--- config.mk ---
export PLATFORM = sky130hd
export DESIGN_NAME = adc_temperature_segment_display
export DESIGN_NICKNAME = d
export VERILOG_FILES = /design/src/design/adc_tsd_pkg.sv /design/src/design/adc_tsd_fifo.sv /design/src/design/adc_tsd_front.sv /design/src/design/adc_tsd_back.sv /design/src/design/adc_temperature_segment_display.sv
export SDC_FILE = /design/constraint.sdc
export NUM_CORES = 1
export LEC_CHECK = 0
export BUFFER_PORTS_ARGS = -buffer_cell sky130_fd_sc_hd__buf_2
export CORE_UTILIZATION = 41
export CTS_CLUSTER_SIZE = 24
export DETAILED_ROUTE_END_ITERATION = 8
export GPL_ROUTABILITY_DRIVEN = 0
export PLACE_DENSITY = 0.62
export SLEW_MARGIN = 20
export SYNTH_ARGS = -nofsm -noshare
export SYNTH_HDL_FRONTEND = slang
export SYNTH_SLANG_ARGS = --single-unit
--- constraint.sdc ---
create_clock -name i_clk -period 11.7 [get_ports i_clk]
set_input_delay 1.17 -clock i_clk [delete_from_list [all_inputs] [get_ports i_clk]]
set_output_delay 1.17 -clock i_clk [all_outputs]
set_load 0.05 [all_outputs]
--- src/design/adc_tsd_pkg.sv ---
// Shared constants, types and helper functions of the temperature display driver.
// Depends on nothing.
package adc_tsd_pkg;

    localparam int unsigned DIGIT_COUNT = 4;
    localparam int unsigned SAMPLE_W    = 10;
    localparam int unsigned SCALE_W     = 17;
    localparam int unsigned CFG_IDX_W   = 1;
    localparam int unsigned CFG_DATA_W  = 17;
    localparam int unsigned SEG_W       = 8;
    localparam int unsigned FRAME_W     = SEG_W * DIGIT_COUNT;
    localparam int unsigned POS_W       = $clog2(FRAME_W);
    localparam int unsigned PROD_W      = 29;
    localparam int unsigned MAG_W       = 14;
    localparam int unsigned ROUND_SHIFT = 16;
    localparam int unsigned FIFO_DEPTH  = 2;
    localparam int unsigned FIFO_PTR_W  = $clog2(FIFO_DEPTH);
    localparam int unsigned FIFO_CNT_W  = $clog2(FIFO_DEPTH + 1);

    // Register indexes
    localparam logic [CFG_IDX_W-1:0] REG_OFFSET = 1'd0;
    localparam logic [CFG_IDX_W-1:0] REG_SCALE  = 1'd1;

    localparam logic [SAMPLE_W-1:0] OFFSET_RESET = 10'd96;
    localparam logic [SCALE_W-1:0]  SCALE_RESET  = 17'd85923;

    localparam logic [PROD_W-1:0] ROUND_HALF  = 29'h0_8000;
    localparam logic [MAG_W-1:0]  MAG_MAX_POS = 14'd9999;
    localparam logic [MAG_W-1:0]  MAG_MAX_NEG = 14'd999;

    // x / 10 == (x * 52429) >> 19 for every x below 43699
    localparam logic [15:0]  RECIP10     = 16'd52429;
    localparam int unsigned  RECIP_SHIFT = 19;

    localparam logic [SEG_W-1:0] SEG_MINUS = 8'hbf;
    localparam logic [POS_W-1:0] LAST_POS  = POS_W'(FRAME_W - 1);

    typedef struct packed {
        logic full;
        logic empty;
    } t_fifo_stat;

    // Active-low seven-segment code of a decimal digit
    function automatic logic [SEG_W-1:0] seg_code(input logic [3:0] digit);
        logic [SEG_W-1:0] code;
        case (digit)
            4'd0:    code = 8'hc0;
            4'd1:    code = 8'hf9;
            4'd2:    code = 8'ha4;
            4'd3:    code = 8'hb0;
            4'd4:    code = 8'h99;
            4'd5:    code = 8'h92;
            4'd6:    code = 8'h82;
            4'd7:    code = 8'hf8;
            4'd8:    code = 8'h80;
            4'd9:    code = 8'h90;
            default: code = 8'hff;
        endcase
        return code;
    endfunction

    // Quotient by ten through the reciprocal multiply
    function automatic logic [MAG_W-1:0] div10(input logic [MAG_W-1:0] x);
        logic [MAG_W+15:0] prod;
        prod = (MAG_W + 16)'(x) * (MAG_W + 16)'(RECIP10);
        return MAG_W'(prod >> RECIP_SHIFT);
    endfunction

    // Low digit left over after taking the quotient by ten
    function automatic logic [3:0] rem10(input logic [MAG_W-1:0] x,
                                         input logic [MAG_W-1:0] q);
        logic [MAG_W-1:0] diff;
        diff = x - ((q << 3) + (q << 1));
        return diff[3:0];
    endfunction

endpackage

--- src/design/adc_tsd_fifo.sv ---
// Two-entry frame queue between the conversion pipeline and the serializer.
// Depends on adc_tsd_pkg.
module adc_tsd_fifo (
    input  logic                               i_clk,
    input  logic                               i_rst_n,
    input  logic                               i_push,
    input  logic [adc_tsd_pkg::FRAME_W-1:0]    i_data,
    input  logic                               i_pop,
    output logic [adc_tsd_pkg::FRAME_W-1:0]    o_data,
    output adc_tsd_pkg::t_fifo_stat            o_stat
);

    logic [adc_tsd_pkg::FRAME_W-1:0]    r_mem [adc_tsd_pkg::FIFO_DEPTH];
    logic [adc_tsd_pkg::FIFO_PTR_W-1:0] r_wr_ptr;
    logic [adc_tsd_pkg::FIFO_PTR_W-1:0] r_rd_ptr;
    logic [adc_tsd_pkg::FIFO_CNT_W-1:0] r_count;
    logic [adc_tsd_pkg::FIFO_CNT_W-1:0] n_count;
    logic                               do_push;
    logic                               do_pop;

    assign o_stat.full  = (r_count == adc_tsd_pkg::FIFO_CNT_W'(adc_tsd_pkg::FIFO_DEPTH));
    assign o_stat.empty = (r_count == '0);
    assign do_push      = i_push && !o_stat.full;
    assign do_pop       = i_pop && !o_stat.empty;
    assign o_data       = r_mem[r_rd_ptr];

    // Track occupancy
    always_comb begin
        n_count = r_count;
        if (do_push && !do_pop) begin
            n_count = r_count + 1'b1;
        end else if (do_pop && !do_push) begin
            n_count = r_count - 1'b1;
        end
    end

    // Advance pointers
    always_ff @(posedge i_clk) begin
        if (!i_rst_n) begin
            r_wr_ptr <= '0;
            r_rd_ptr <= '0;
            r_count  <= '0;
        end else begin
            r_count <= n_count;
            if (do_push) begin
                r_wr_ptr <= r_wr_ptr + 1'b1;
            end
            if (do_pop) begin
                r_rd_ptr <= r_rd_ptr + 1'b1;
            end
        end
    end

    // Store frames
    always_ff @(posedge i_clk) begin
        if (do_push) begin
            r_mem[r_wr_ptr] <= i_data;
        end
    end

endmodule

--- src/design/adc_tsd_front.sv ---
// Front end: holds the configuration, scales a sample and turns it into a segment frame.
// Depends on adc_tsd_pkg.
module adc_tsd_front (
    input  logic                                 i_clk,
    input  logic                                 i_rst_n,
    input  logic                                 i_start,
    input  logic [adc_tsd_pkg::SAMPLE_W-1:0]     i_adc_sample,
    input  logic                                 i_cfg_we,
    input  logic [adc_tsd_pkg::CFG_IDX_W-1:0]    i_cfg_idx,
    input  logic [adc_tsd_pkg::CFG_DATA_W-1:0]   i_cfg_data,
    input  adc_tsd_pkg::t_fifo_stat              i_fifo_stat,
    output logic                                 o_busy,
    output logic                                 o_push,
    output logic [adc_tsd_pkg::FRAME_W-1:0]      o_frame
);

    logic [adc_tsd_pkg::SAMPLE_W-1:0] r_offset;
    logic [adc_tsd_pkg::SCALE_W-1:0]  r_scale;

    // Stage valids
    logic r_s0_v, r_s1_v, r_s2_v, r_s3_v, r_s4_v, r_s5_v;

    // Stage payloads
    logic [adc_tsd_pkg::SAMPLE_W-1:0]    r_s0_smp;
    logic signed [adc_tsd_pkg::PROD_W-1:0] r_s1_prod;
    logic [adc_tsd_pkg::MAG_W-1:0]       r_s2_mag;
    logic                                r_s2_neg;
    logic [adc_tsd_pkg::MAG_W-1:0]       r_s3_quot;
    logic [3:0]                          r_s3_d0;
    logic                                r_s3_neg;
    logic [adc_tsd_pkg::MAG_W-1:0]       r_s4_quot;
    logic [3:0]                          r_s4_d0;
    logic [3:0]                          r_s4_d1;
    logic                                r_s4_neg;
    logic [adc_tsd_pkg::FRAME_W-1:0]     r_s5_frame;

    logic                                  advance;
    logic                                  accept;
    logic signed [adc_tsd_pkg::SAMPLE_W:0] diff;
    logic signed [adc_tsd_pkg::SCALE_W:0]  scale_s;
    logic signed [adc_tsd_pkg::PROD_W-1:0] prod;
    logic                                  neg;
    logic [adc_tsd_pkg::PROD_W-1:0]        abs_prod;
    logic [adc_tsd_pkg::PROD_W-1:0]        rounded;
    logic [adc_tsd_pkg::MAG_W-1:0]         mag_raw;
    logic [adc_tsd_pkg::MAG_W-1:0]         mag_sat;
    logic [adc_tsd_pkg::MAG_W-1:0]         q1, q2, q3;
    logic [3:0]                            d2, d3;
    logic [adc_tsd_pkg::SEG_W-1:0]         seg_lead;

    // Hold every stage while the last one waits on a full queue
    assign advance = !(r_s5_v && i_fifo_stat.full);
    assign o_busy  = !advance;
    assign accept  = i_start && advance;
    assign o_push  = r_s5_v && !i_fifo_stat.full;
    assign o_frame = r_s5_frame;

    // Configuration registers
    always_ff @(posedge i_clk) begin
        if (!i_rst_n) begin
            r_offset <= adc_tsd_pkg::OFFSET_RESET;
            r_scale  <= adc_tsd_pkg::SCALE_RESET;
        end else if (i_cfg_we) begin
            case (i_cfg_idx)
                adc_tsd_pkg::REG_OFFSET: r_offset <= i_cfg_data[adc_tsd_pkg::SAMPLE_W-1:0];
                adc_tsd_pkg::REG_SCALE:  r_scale  <= i_cfg_data[adc_tsd_pkg::SCALE_W-1:0];
                default: ;
            endcase
        end
    end

    // Offset and scale; widen both operands to the full product width
    assign diff    = $signed({1'b0, r_s0_smp}) - $signed({1'b0, r_offset});
    assign scale_s = $signed({1'b0, r_scale});
    assign prod    = adc_tsd_pkg::PROD_W'(diff) * adc_tsd_pkg::PROD_W'(scale_s);

    // Sign, round half up, saturate
    assign neg      = r_s1_prod[adc_tsd_pkg::PROD_W-1];
    assign abs_prod = neg ? adc_tsd_pkg::PROD_W'(-r_s1_prod)
                          : adc_tsd_pkg::PROD_W'(r_s1_prod);
    assign rounded  = abs_prod + adc_tsd_pkg::ROUND_HALF;
    assign mag_raw  = adc_tsd_pkg::MAG_W'(rounded >> adc_tsd_pkg::ROUND_SHIFT);

    always_comb begin
        mag_sat = mag_raw;
        if (neg) begin
            if (mag_raw > adc_tsd_pkg::MAG_MAX_NEG) begin
                mag_sat = adc_tsd_pkg::MAG_MAX_NEG;
            end
        end else if (mag_raw > adc_tsd_pkg::MAG_MAX_POS) begin
            mag_sat = adc_tsd_pkg::MAG_MAX_POS;
        end
    end

    // Peel one decimal digit per stage; the last stage takes the top two
    assign q1 = adc_tsd_pkg::div10(r_s2_mag);
    assign q2 = adc_tsd_pkg::div10(r_s3_quot);
    assign q3 = adc_tsd_pkg::div10(r_s4_quot);
    assign d2 = adc_tsd_pkg::rem10(r_s4_quot, q3);
    assign d3 = q3[3:0];

    // Leading symbol is the minus sign for a negative value
    assign seg_lead = r_s4_neg ? adc_tsd_pkg::SEG_MINUS : adc_tsd_pkg::seg_code(d3);

    // Stage valids
    always_ff @(posedge i_clk) begin
        if (!i_rst_n) begin
            r_s0_v <= 1'b0;
            r_s1_v <= 1'b0;
            r_s2_v <= 1'b0;
            r_s3_v <= 1'b0;
            r_s4_v <= 1'b0;
            r_s5_v <= 1'b0;
        end else if (advance) begin
            r_s0_v <= accept;
            r_s1_v <= r_s0_v;
            r_s2_v <= r_s1_v;
            r_s3_v <= r_s2_v;
            r_s4_v <= r_s3_v;
            r_s5_v <= r_s4_v;
        end
    end

    // Stage payloads; units byte goes out first
    always_ff @(posedge i_clk) begin
        if (advance) begin
            r_s0_smp   <= i_adc_sample;
            r_s1_prod  <= prod;
            r_s2_mag   <= mag_sat;
            r_s2_neg   <= neg;
            r_s3_quot  <= q1;
            r_s3_d0    <= adc_tsd_pkg::rem10(r_s2_mag, q1);
            r_s3_neg   <= r_s2_neg;
            r_s4_quot  <= q2;
            r_s4_d0    <= r_s3_d0;
            r_s4_d1    <= adc_tsd_pkg::rem10(r_s3_quot, q2);
            r_s4_neg   <= r_s3_neg;
            r_s5_frame <= {adc_tsd_pkg::seg_code(r_s4_d0), adc_tsd_pkg::seg_code(r_s4_d1),
                           adc_tsd_pkg::seg_code(d2), seg_lead};
        end
    end

endmodule

--- src/design/adc_tsd_back.sv ---
// Back end: shifts queued segment frames out one bit per cycle, MSB of the frame first.
// Depends on adc_tsd_pkg.
module adc_tsd_back (
    input  logic                             i_clk,
    input  logic                             i_rst_n,
    input  adc_tsd_pkg::t_fifo_stat          i_fifo_stat,
    input  logic [adc_tsd_pkg::FRAME_W-1:0]  i_frame,
    output logic                             o_pop,
    output logic                             o_strobe,
    output logic                             o_serial_bit,
    output logic [adc_tsd_pkg::POS_W-1:0]    o_bit_position,
    output logic                             o_frame_last
);

    logic                            r_active;
    logic [adc_tsd_pkg::POS_W-1:0]   r_pos;
    logic [adc_tsd_pkg::FRAME_W-1:0] r_shift;
    logic                            at_last;

    assign at_last = (r_pos == adc_tsd_pkg::LAST_POS);

    // Load the next frame right after the last bit of the current one, or whenever idle
    assign o_pop = (!r_active || at_last) && !i_fifo_stat.empty;

    assign o_strobe       = r_active;
    assign o_serial_bit   = r_shift[adc_tsd_pkg::FRAME_W-1];
    assign o_bit_position = r_pos;
    assign o_frame_last   = r_active && at_last;

    // Sequence control
    always_ff @(posedge i_clk) begin
        if (!i_rst_n) begin
            r_active <= 1'b0;
            r_pos    <= '0;
        end else if (o_pop) begin
            r_active <= 1'b1;
            r_pos    <= '0;
        end else if (r_active) begin
            if (at_last) begin
                r_active <= 1'b0;
            end
            r_pos <= r_pos + 1'b1;
        end
    end

    // Shift register
    always_ff @(posedge i_clk) begin
        if (o_pop) begin
            r_shift <= i_frame;
        end else if (r_active) begin
            r_shift <= {r_shift[adc_tsd_pkg::FRAME_W-2:0], 1'b0};
        end
    end

endmodule

--- src/design/adc_temperature_segment_display.sv ---
// Top level of the serial seven-segment temperature display driver.
// Depends on adc_tsd_pkg, adc_tsd_front, adc_tsd_fifo and adc_tsd_back.
//
// Usage:
//   Raise i_start with i_adc_sample; the sample is taken at a clock edge where
//   i_start is high and o_busy is low. Each sample yields a 32-bit frame of
//   active-low segment bytes (units digit first, each byte MSB first), sent as
//   32 results on consecutive cycles marked by o_result_strobe, with
//   o_bit_position counting 0..31 and o_frame_last high on bit 31.
//   Configuration: i_cfg_we writes i_cfg_data into register i_cfg_idx
//   (0 offset counts, 1 Q16 tenths scale) at the clock edge; write only idle.
// Path: an accepted sample passes six pipeline stages and the queue before its
//   bit 0 reaches the ports through the bit shifter.
// Throughput: the sustained sample rate is set by the bit shifter, which sends
//   each frame whole; the pipeline and a two-frame queue take samples one per
//   cycle until full, then o_busy holds the pipeline until the queue has room.
// Reset: i_rst_n low at an edge empties pipeline and queue and restores the
//   register reset values. The receiver cannot stall; bits are never held.
module adc_temperature_segment_display (
    input  logic                                 i_clk,
    input  logic                                 i_rst_n,
    input  logic                                 i_start,
    output logic                                 o_busy,
    input  logic [adc_tsd_pkg::SAMPLE_W-1:0]     i_adc_sample,
    input  logic                                 i_cfg_we,
    input  logic [adc_tsd_pkg::CFG_IDX_W-1:0]    i_cfg_idx,
    input  logic [adc_tsd_pkg::CFG_DATA_W-1:0]   i_cfg_data,
    output logic                                 o_result_strobe,
    output logic                                 o_serial_bit,
    output logic [adc_tsd_pkg::POS_W-1:0]        o_bit_position,
    output logic                                 o_frame_last
);

    adc_tsd_pkg::t_fifo_stat          fifo_stat;
    logic                             push;
    logic                             pop;
    logic [adc_tsd_pkg::FRAME_W-1:0]  front_frame;
    logic [adc_tsd_pkg::FRAME_W-1:0]  queue_frame;

    // Scale and encode
    adc_tsd_front u_front (
        .i_clk        (i_clk),
        .i_rst_n      (i_rst_n),
        .i_start      (i_start),
        .i_adc_sample (i_adc_sample),
        .i_cfg_we     (i_cfg_we),
        .i_cfg_idx    (i_cfg_idx),
        .i_cfg_data   (i_cfg_data),
        .i_fifo_stat  (fifo_stat),
        .o_busy       (o_busy),
        .o_push       (push),
        .o_frame      (front_frame)
    );

    // Buffer frames
    adc_tsd_fifo u_fifo (
        .i_clk   (i_clk),
        .i_rst_n (i_rst_n),
        .i_push  (push),
        .i_data  (front_frame),
        .i_pop   (pop),
        .o_data  (queue_frame),
        .o_stat  (fifo_stat)
    );

    // Serialize
    adc_tsd_back u_back (
        .i_clk          (i_clk),
        .i_rst_n        (i_rst_n),
        .i_fifo_stat    (fifo_stat),
        .i_frame        (queue_frame),
        .o_pop          (pop),
        .o_strobe       (o_result_strobe),
        .o_serial_bit   (o_serial_bit),
        .o_bit_position (o_bit_position),
        .o_frame_last   (o_frame_last)
    );

endmodule

==> impl_metrics.env, run 1 <==
export IMPL_grt_pass1_vias=16200
export IMPL_max_stage_delay_ns=0.55
export IMPL_track_usage=0.167
export IMPL_max_freq_ghz=0.121
export IMPL_route_vias_total=15200
export IMPL_synth_main_ff_cell="edfxtp_1"
export IMPL_ioPinCount=41
export IMPL_yosysSeqAreaShare=0.296
export IMPL_min_period_ns=8.24
export IMPL_grt_max_degree=83
export IMPL_area_delta_synth_final_pct=8.42
export IMPL_num_rows=87
export IMPL_whs_path_depth=0
export IMPL_ys_async_sr_fraction=0
export IMPL_cts_sinks=246
export IMPL_core_area_um2=56500
export IMPL_antenna_found_initial=2
export IMPL_max_slew_margin=0.317
export IMPL_startpoint_type="flop"
export IMPL_grt_pass1_wl_mm=78.5
export IMPL_met2_length_mm=23.6
export IMPL_status="finished clean"
export IMPL_crit_required_ns=12.01
export IMPL_fin_setup_tns_ns=0
export IMPL_cts_buffers=29
export IMPL_clk_pin_slew_ns=0.06
export IMPL_ant_nets=0
export IMPL_tightest_slew_ns=1.02
export IMPL_slew_violations=0
export IMPL_overflow=0
export IMPL_dp_hpwl_mm=37.7
export IMPL_critical_path_class="flop to flop"
export IMPL_hold_violations=0
export IMPL_syn_nets=2863
export IMPL_finalCritPeriodShare=0.704
export IMPL_drt_met1_wl_mm=20.4
export IMPL_cp_max_fo=18
export IMPL_cts_max_level=1
export IMPL_drtIter0Drc=698
export IMPL_drc=0
export IMPL_skew_ns=0.0124
export IMPL_cts_path_max_buffers=3
export IMPL_initial_utilization=0.416
export IMPL_routedWlPerCell_um=15.4
export IMPL_first_pass_iters=5
export IMPL_ys_ff_latch=246
export IMPL_route_met3_wl_mm=2.00
export IMPL_worst_skew_pair_late_latency_ns=0.57
export IMPL_crit_slowest_cell="fa_1"
export IMPL_hold_start="u_front.r_s3_d0[1]"
export IMPL_dieArea_um2=58300
export IMPL_r2r_end="u_front.r_s1_prod[27]"
export IMPL_die_h_um=241
export IMPL_rsz0062_at_grt="false"
export IMPL_tritoncts="built"
export IMPL_synth_distinct_cells=74
export IMPL_highest_layer="met5"
export IMPL_fin_nets=2884
export IMPL_drt_wl_total_mm=47.1
export IMPL_viasPerCell=4.99
export IMPL_syn_avg_cell_area_um2=10.5
export IMPL_drive_above_1_share=0.0598
export IMPL_netlist_instances=2246
export IMPL_end_kind="flop"
export IMPL_regToRegStartpoint="u_front.r_s0_smp[0]"
export IMPL_setup_violations=0
export IMPL_cts_root_buf="clkbuf_16"
export IMPL_ff2ff_setup_slack_ns=3.46
export IMPL_post_cts_resized=0
export IMPL_maxCapViolations=0
export IMPL_cts_setup_buffers=0
export IMPL_ff2ff_path_depth=31
export IMPL_hold_path_class="flop to flop"
export IMPL_chipWidth_um=241
export IMPL_synth_edf_count=202
export IMPL_port_buffer_count=40
export IMPL_hold_end="u_front.r_s4_d0[1]"
export IMPL_synth_warning_count=0
export IMPL_ctsHoldBuffers=0
export IMPL_path_common_cell="fa_1"
export IMPL_crit_arrival_ns=8.55
export IMPL_synth_area_um2=23500
-- flip-flops by register name, indices dropped and copies added, names as in the netlist, 10 cells and up, named ones only --
name	count
u_front.r_s1_prod	29
u_front.r_s3_quot	11
u_front.r_s2_mag	13
u_front.o_frame	28
u_front.r_offset	10
u_front.r_scale	17
u_fifo.r_mem	56
u_back.r_shift	32
u_front.r_s0_smp	10
-- cell usage in the layout, fill, tap and decap left out, types with 13 or more instances in the layout --
cell type,count
a211oi_1,13
a21boi_0,25
a21o_1,20
a21oi_1,65
a31oi_1,16
and2_1,71
buf_2,40
clkbuf_16,29
dfxtp_1,44
edfxtp_1,202
fa_1,238
ha_1,347
inv_1,413
mux2i_1,39
nand2_1,204
nand2b_1,31
nand3_1,25
nor2_1,88
nor3_1,23
o211ai_1,16
o21a_1,13
o21ai_0,58
or2_2,17
xnor2_1,56
xor2_1,27
-- synthesized netlist by cell type (all sizes together), types with 5 or more instances --
cell / instances / area, um^2
nand3: 25 / 125
o21bai: 10 / 75.1
a21boi: 27 / 203
nor4: 6 / 86.3
mux2i: 39 / 390
a211oi: 13 / 97.6
o31ai: 11 / 82.6
and3: 10 / 62.6
nand4: 9 / 56.3
and2: 71 / 444
a21oi: 65 / 325
nor3: 24 / 125
a31oi: 16 / 100
a21o: 20 / 150
a41oi: 5 / 43.8
nand2: 204 / 766
ha: 347 / 4340
xor2: 28 / 245
nor2: 90 / 345
xnor2: 58 / 516
o21a: 13 / 97.6
nor2b: 12 / 75.1
buf: 8 / 48.8
nand2b: 31 / 194
o211ai: 17 / 133
fa: 238 / 4760
edfxtp: 202 / 6070
dfxtp: 44 / 881
inv: 413 / 1550
or2: 20 / 128
clkbuf: 54 / 203
or3: 10 / 62.6
o21ai: 63 / 327
-- kinds of logic after synthesis --
| family | Yosys count | share of synthesized area |
|---|---|---|
| buffers and inverters | 475 | 0.0766 |
| adders and majority gates | 585 | 0.387 |
| AOI/OAI and AO/OA | 293 | 0.0819 |
| xor gates and xnor gates | 87 | 0.0333 |
| and+or+nand+nor | 519 | 0.108 |
| DFF | 246 | 0.296 |
| muxes | 41 | 0.0176 |
-- routing by layer --
metal,global-route usage,up-vias
met5,0,-
met2,0.309,282
met1,0.202,7389
met4,0.0437,2
li1,-,7465
met3,0.0238,79
-- layout make-up --
cell class / count / area [um^2]
diodes: 1 / 2.50
clock buffers: 37 / 796
multi-input cells: 1525 / 14800
clock inverters: 17 / 161
fillers: 5262 / 31000
flip-flops and latches: 246 / 6950
inverters: 413 / 1550
well taps: 756 / 946
repair buffers: 52 / 294
-- stage by stage --
step / area (um^2) / utilization / instances / hold slack (ns) / setup slack, ns
detailed placement: 24500 / 0.434 / 2992 / 0.406 / 3.49
global route: 25500 / 0.451 / 3046 / 0.430 / 2.96
global placement: 24500 / 0.434 / 2992 / 0.404 / 3.60
finish: 25500 / 0.451 / 3047 / 0.423 / 3.46
CTS: 25500 / 0.451 / 3046 / 0.421 / 3.41
floorplan: 23500 / - / 2246 / 0.400 / 4.33
-- worst max-delay path, delay by kind of cell (launching register included) --
family | cells | cell delay [ns]
AO/OA/AOI/OAI | 15 | 3.03
XOR/XNOR | 1 | 0.15
adder cells (fa/ha/maj) | 8 | 3.54
buffers and inverters | 5 | 0.27
flip-flops | 1 | 0.36
AND/OR/NAND/NOR | 2 | 0.59
-- how the worst max path moves through the flow --
stage | to | from | cells past startpoint
4_1_cts | u_front.r_s1_prod[27] | u_front.r_s0_smp[0] | 31
3_3_place_gp | u_front.r_s1_prod[27] | u_front.r_s0_smp[0] | 31
6_report | u_front.r_s1_prod[27] | u_front.r_s0_smp[0] | 31
2_1_floorplan | u_front.r_s1_prod[27] | u_front.r_s0_smp[0] | 31
5_1_grt | u_front.r_s1_prod[28] | u_front.r_s0_smp[1] | 28
3_5_place_dp | u_front.r_s1_prod[27] | u_front.r_s0_smp[0] | 31
Power of run 1 is left out: the tool's default activity adds up to more than one toggle a clock period on the data nets, which glitch-free logic cannot reach.
==> run 2: changes to the inputs <==
==> constraint.sdc (replaced) <==
create_clock -name i_clk -period 7.84 [get_ports i_clk]
set_input_delay 0.784 -clock i_clk [delete_from_list [all_inputs] [get_ports i_clk]]
set_output_delay 0.784 -clock i_clk [all_outputs]
set_load 0.05 [all_outputs]
==> impl_metrics.env, run 2 (synthesis results as in run 1) <==
export IMPL_max_slew_margin=0.362
export IMPL_final_cell_mix="inv_1, ha_1, fa_1"
export IMPL_worst_skew_pair_late_latency_ns=0.57
export IMPL_ant_nets=0
export IMPL_track_usage=0.169
export IMPL_final_common_cell="inv_1"
export IMPL_port_buffer_count=40
export IMPL_drive_above_1_share=0.0673
export IMPL_largest_register_ffs=56
export IMPL_tritoncts="built"
export IMPL_drc=0
export IMPL_antenna_found_initial=1
export IMPL_regToRegStartpoint="u_front.r_s0_smp[1]"
export IMPL_max_stage_delay_ns=0.55
export IMPL_setup_violations=0
export IMPL_status="finished clean"
export IMPL_dieArea_um2=58300
export IMPL_max_freq_ghz=0.134
export IMPL_ff2ff_path_depth=28
export IMPL_cts_root_buf="clkbuf_16"
export IMPL_min_period_ns=7.48
export IMPL_grt_max_degree=64
export IMPL_grt_pass1_wl_mm=79.3
export IMPL_finalInstanceArea_um2=25600
export IMPL_drtIter0Drc=703
export IMPL_crit_slowest_cell="fa_1"
export IMPL_largest_registers="u_fifo.r_mem: 56 flops, u_back.r_shift: 32 flops, u_front.r_s1_prod: 29 flops"
export IMPL_maxCapViolations=0
export IMPL_dp_hpwl_mm=38.3
export IMPL_top_register="u_fifo.r_mem"
export IMPL_cts_max_level=1
export IMPL_first_pass_iters=5
export IMPL_r2r_end="u_front.r_s1_prod[27]"
export IMPL_initial_utilization=0.416
export IMPL_startpoint_type="flop"
export IMPL_placed_cell_area_um2=24600
export IMPL_overflow=0
export IMPL_whs_path_depth=1
export IMPL_hold_violations=0
export IMPL_cts_buffers=28
export IMPL_critical_path_class="flop to flop"
export IMPL_end_kind="flop"
export IMPL_route_vias_total=15200
export IMPL_fin_nets=2899
export IMPL_area_delta_synth_final_pct=8.90
export IMPL_cts_path_max_buffers=3
export IMPL_grt_pass1_vias=16200
export IMPL_viasPerCell=4.98
export IMPL_ioPinCount=41
export IMPL_drt_wl_total_mm=47.3
export IMPL_place_ws_ns=-0.0900
export IMPL_die_h_um=241
export IMPL_hold_end="u_front.r_s0_smp[6]"
export IMPL_num_rows=87
export IMPL_crit_arrival_ns=7.79
export IMPL_skew_ns=0.0103
export IMPL_cts_sinks=246
export IMPL_hold_path_class="input pin to flop"
export IMPL_tightest_slew_ns=0.958
export IMPL_chipWidth_um=241
export IMPL_ff2ff_setup_slack_ns=0.36
export IMPL_cp_max_fo=4
export IMPL_core_area_um2=56500
export IMPL_path_common_cell="fa_1"
export IMPL_slew_violations=0
export IMPL_finalCritPeriodShare=0.954
export IMPL_routedWlPerCell_um=15.4
export IMPL_clk_pin_slew_ns=0.06
export IMPL_crit_required_ns=8.15
export IMPL_hold_start="i_adc_sample[6]"
export IMPL_postLayoutSetupSlackWorst_ns=0.362
run 2: changes by cell type in the layout (fill, tap and decap cells not counted), sizes merged:
cell / change
buf: +16
inv: -5
clkinv: +2
clkinvlp: -1
bufinv: +1
run 2: how the worst max path moves through the flow:
| stage | from | end | slack, ns |
|---|---|---|---|
| global route | u_front.r_s0_smp[0] | u_front.r_s1_prod[27] | -0.007 |
| global placement | u_front.r_s0_smp[1] | u_front.r_s1_prod[28] | 0.09 |
| detailed placement | u_front.r_s0_smp[1] | u_front.r_s1_prod[28] | -0.09 |
| finish | u_front.r_s0_smp[1] | u_front.r_s1_prod[27] | 0.36 |
| floorplan | u_front.r_s0_smp[0] | u_front.r_s1_prod[27] | 0.47 |
| CTS | u_front.r_s0_smp[1] | u_front.r_s1_prod[27] | 0.01 |
run 2: per-stage QoR:
stage          cells  hold slack (ns)  utilization  setup TNS (ns)
2_1_floorplan   2246            0.400            -               0
3_3_place_gp    3007            0.407        0.436               0
3_5_place_dp    3007            0.411        0.436         -0.0900
4_1_cts         3058            0.353        0.452               0
5_1_grt         3059            0.358        0.453        -0.00724
6_report        3060            0.384        0.453               0
run 2: layer usage:
| layer | vias to the layer above | global-route usage | routed length [um] |
|---|---|---|---|
| met5 | - | 0 | 0 |
| met4 | 0 | 0.0382 | 928 |
| met3 | 60 | 0.0224 | 1710 |
| met2 | 261 | 0.319 | 24500 |
| met1 | 7422 | 0.201 | 20100 |
| li1 | 7488 | - | - |
run 2: cell type report:
type                       count  area [um^2]
clock buffer                  37          754
fill                        5259        30900
inverter                     413         1550
multi-input combinational   1525        14800
tap                          756          946
antenna                        1         2.50
timing repair buffer          68          410
clock inverter                14          151
sequential                   246         6950
run 2: critical path, delay by kind of cell (launching register included):
kind | cells | cell delay [ns]
fa+ha+maj | 7 | 3.28
compound gates | 15 | 2.75
simple gates | 2 | 0.46
flops | 1 | 0.44
buf+inv | 3 | 0.15
xor+xnor | 1 | 0.15
run 2: what timing repair did:
| item | CTS | global route |
|---|---|---|
| hold buffers | 0 | 0 |
| resized for setup | 1 | 15 |
| setup endpoints to repair | 1 | 8 |
| buffers inserted | 0 | 1 |
| pin swaps | 0 | 5 |
| gates cloned | 0 | 0 |
Power of run 2 is left out for the same reason.
==> run 3: changes to the inputs <==
--- a/config.mk
+++ b/config.mk
@@ -6,11 +6,11 @@
 export NUM_CORES = 1
 export LEC_CHECK = 0
 export BUFFER_PORTS_ARGS = -buffer_cell sky130_fd_sc_hd__buf_2
-export CORE_UTILIZATION = 41
+export CORE_UTILIZATION = 40
 export CTS_CLUSTER_SIZE = 24
 export DETAILED_ROUTE_END_ITERATION = 8
 export GPL_ROUTABILITY_DRIVEN = 0
-export PLACE_DENSITY = 0.62
+export PLACE_DENSITY = 0.61
 export SLEW_MARGIN = 20
 export SYNTH_ARGS = -nofsm -noshare
 export SYNTH_HDL_FRONTEND = slang
==> impl_metrics.env, run 3 (synthesis results as in run 1) <==
export IMPL_cts_sinks=246
export IMPL_chipWidth_um=244
export IMPL_ioPinCount=41
export IMPL_cts_path_max_buffers=3
export IMPL_hold_violations=0
export IMPL_antenna_found_initial=0
export IMPL_multi_input_area_um2=14800
export IMPL_place_ws_ns=-0.0223
export IMPL_placed_cells=3017
export IMPL_top_register="u_fifo.r_mem"
export IMPL_route_vias_total=15300
export IMPL_overflow=0
export IMPL_fillers=5437
export IMPL_critical_path_class="flop to flop"
export IMPL_fin_setup_tns_ns=0
export IMPL_grt_max_degree=76
export IMPL_final_common_cell="inv_1"
export IMPL_max_freq_ghz=0.132
export IMPL_seqCellArea_um2=6950
export IMPL_min_period_ns=7.55
export IMPL_num_rows=88
export IMPL_cp_num_buf_inv=6
export IMPL_fin_nets=2903
export IMPL_setup_violations=0
export IMPL_port_buffer_count=40
export IMPL_largest_registers="u_fifo.r_mem: 56 flops, u_back.r_shift: 32 flops, u_front.r_s1_prod: 29 flops"
export IMPL_clk_pin_slew_ns=0.07
export IMPL_drive_above_1_share=0.0710
export IMPL_crit_slowest_cell="fa_1"
export IMPL_final_cell_mix="inv_1, ha_1, fa_1"
export IMPL_dp_hpwl_mm=38.6
export IMPL_largest_register_ffs=56
export IMPL_core_area_um2=57900
export IMPL_hold_path_class="input pin to flop"
export IMPL_max_slew_margin=0.336
export IMPL_crit_required_ns=8.20
export IMPL_ctsHoldBuffers=0
export IMPL_dieArea_um2=59700
export IMPL_status="finished clean"
export IMPL_viasPerCell=4.99
export IMPL_stdcell_count=3074
export IMPL_routedWlPerCell_um=15.7
export IMPL_cp_max_fo=7
export IMPL_slew_violations=0
export IMPL_end_kind="flop"
export IMPL_finalCritPeriodShare=0.963
export IMPL_skew_ns=0.0368
export IMPL_cts_root_buf="clkbuf_16"
export IMPL_ant_nets=0
export IMPL_startpoint_type="flop"
export IMPL_drt_wl_total_mm=48.3
export IMPL_initial_utilization=0.406
export IMPL_antenna_cells=0
export IMPL_grt_pass1_vias=16500
export IMPL_area_delta_synth_final_pct=9.27
export IMPL_tightest_slew_ns=0.995
export IMPL_tritoncts="built"
export IMPL_drtIter0Drc=785
export IMPL_track_usage=0.167
export IMPL_cts_buffers=29
export IMPL_die_h_um=244
export IMPL_max_stage_delay_ns=0.55
export IMPL_cp_top_family="adder cells"
export IMPL_grt_pass1_wl_mm=81.7
export IMPL_cts_max_level=1
export IMPL_drc=0
export IMPL_postLayoutSetupSlackWorst_ns=0.287
export IMPL_maxCapViolations=0
export IMPL_hold_slack_ns=0.351
export IMPL_first_pass_iters=5
export IMPL_worst_skew_pair_late_latency_ns=0.60
export IMPL_crit_arrival_ns=7.91
-- run 3: worst reg2reg max path, delay by kind of cell (launching register included) --
kind	cells	cell delay, ns
adders and majority gates	7	2.97
AOI/OAI and AO/OA	12	2.29
and+or+nand+nor	4	0.94
buffers and inverters	6	0.58
DFF	1	0.42
xor gates and xnor gates	1	0.09
-- run 3: repair_timing --
action                     4_1_cts  5_1_grt
setup endpoints to repair        1        9
gates resized for setup          1       12
pin swaps                        0        5
buffers inserted                 0        3
-- run 3: cell type report --
class,instances,area share
Clock inverter,22,0.00843
Tap cell,765,0.0373
Sequential cell,246,0.270
Inverter,413,0.0604
Clock buffer,32,0.0291
Multi-Input combinational cell,1525,0.578
Timing Repair Buffer,71,0.0169
-- run 3: layer usage --
| layer | routed length (um) | GRT usage | vias to the layer above |
|---|---|---|---|
| met5 | 0 | 0 | - |
| met4 | 1310 | 0.0436 | 0 |
| met3 | 1860 | 0.0180 | 80 |
| met2 | 23700 | 0.299 | 300 |
| met1 | 21500 | 0.215 | 7449 |
| li1 | - | - | 7508 |
-- run 3: final timing paths --
path / startpoint / end / slack (ns) / depth (start not counted)
setup reg to reg: u_front.r_s0_smp[1] / u_front.r_s1_prod[28] / 0.29 / 30
hold reg to reg: u_front.r_s3_d0[3] / u_front.r_s4_d0[3] / 0.42 / 0
setup / recovery: u_front.r_s0_smp[1] / u_front.r_s1_prod[28] / 0.29 / 30
hold / removal: i_adc_sample[9] / u_front.r_s0_smp[9] / 0.35 / 1
-- run 3: stage by stage --
step / cell area [um^2] / utilization
after floorplan: 23500 / -
after global placement: 24600 / 0.425
after detailed placement: 24600 / 0.425
after CTS: 25600 / 0.442
after global routing: 25700 / 0.444
final: 25700 / 0.444
Power of run 3 is left out for the same reason.
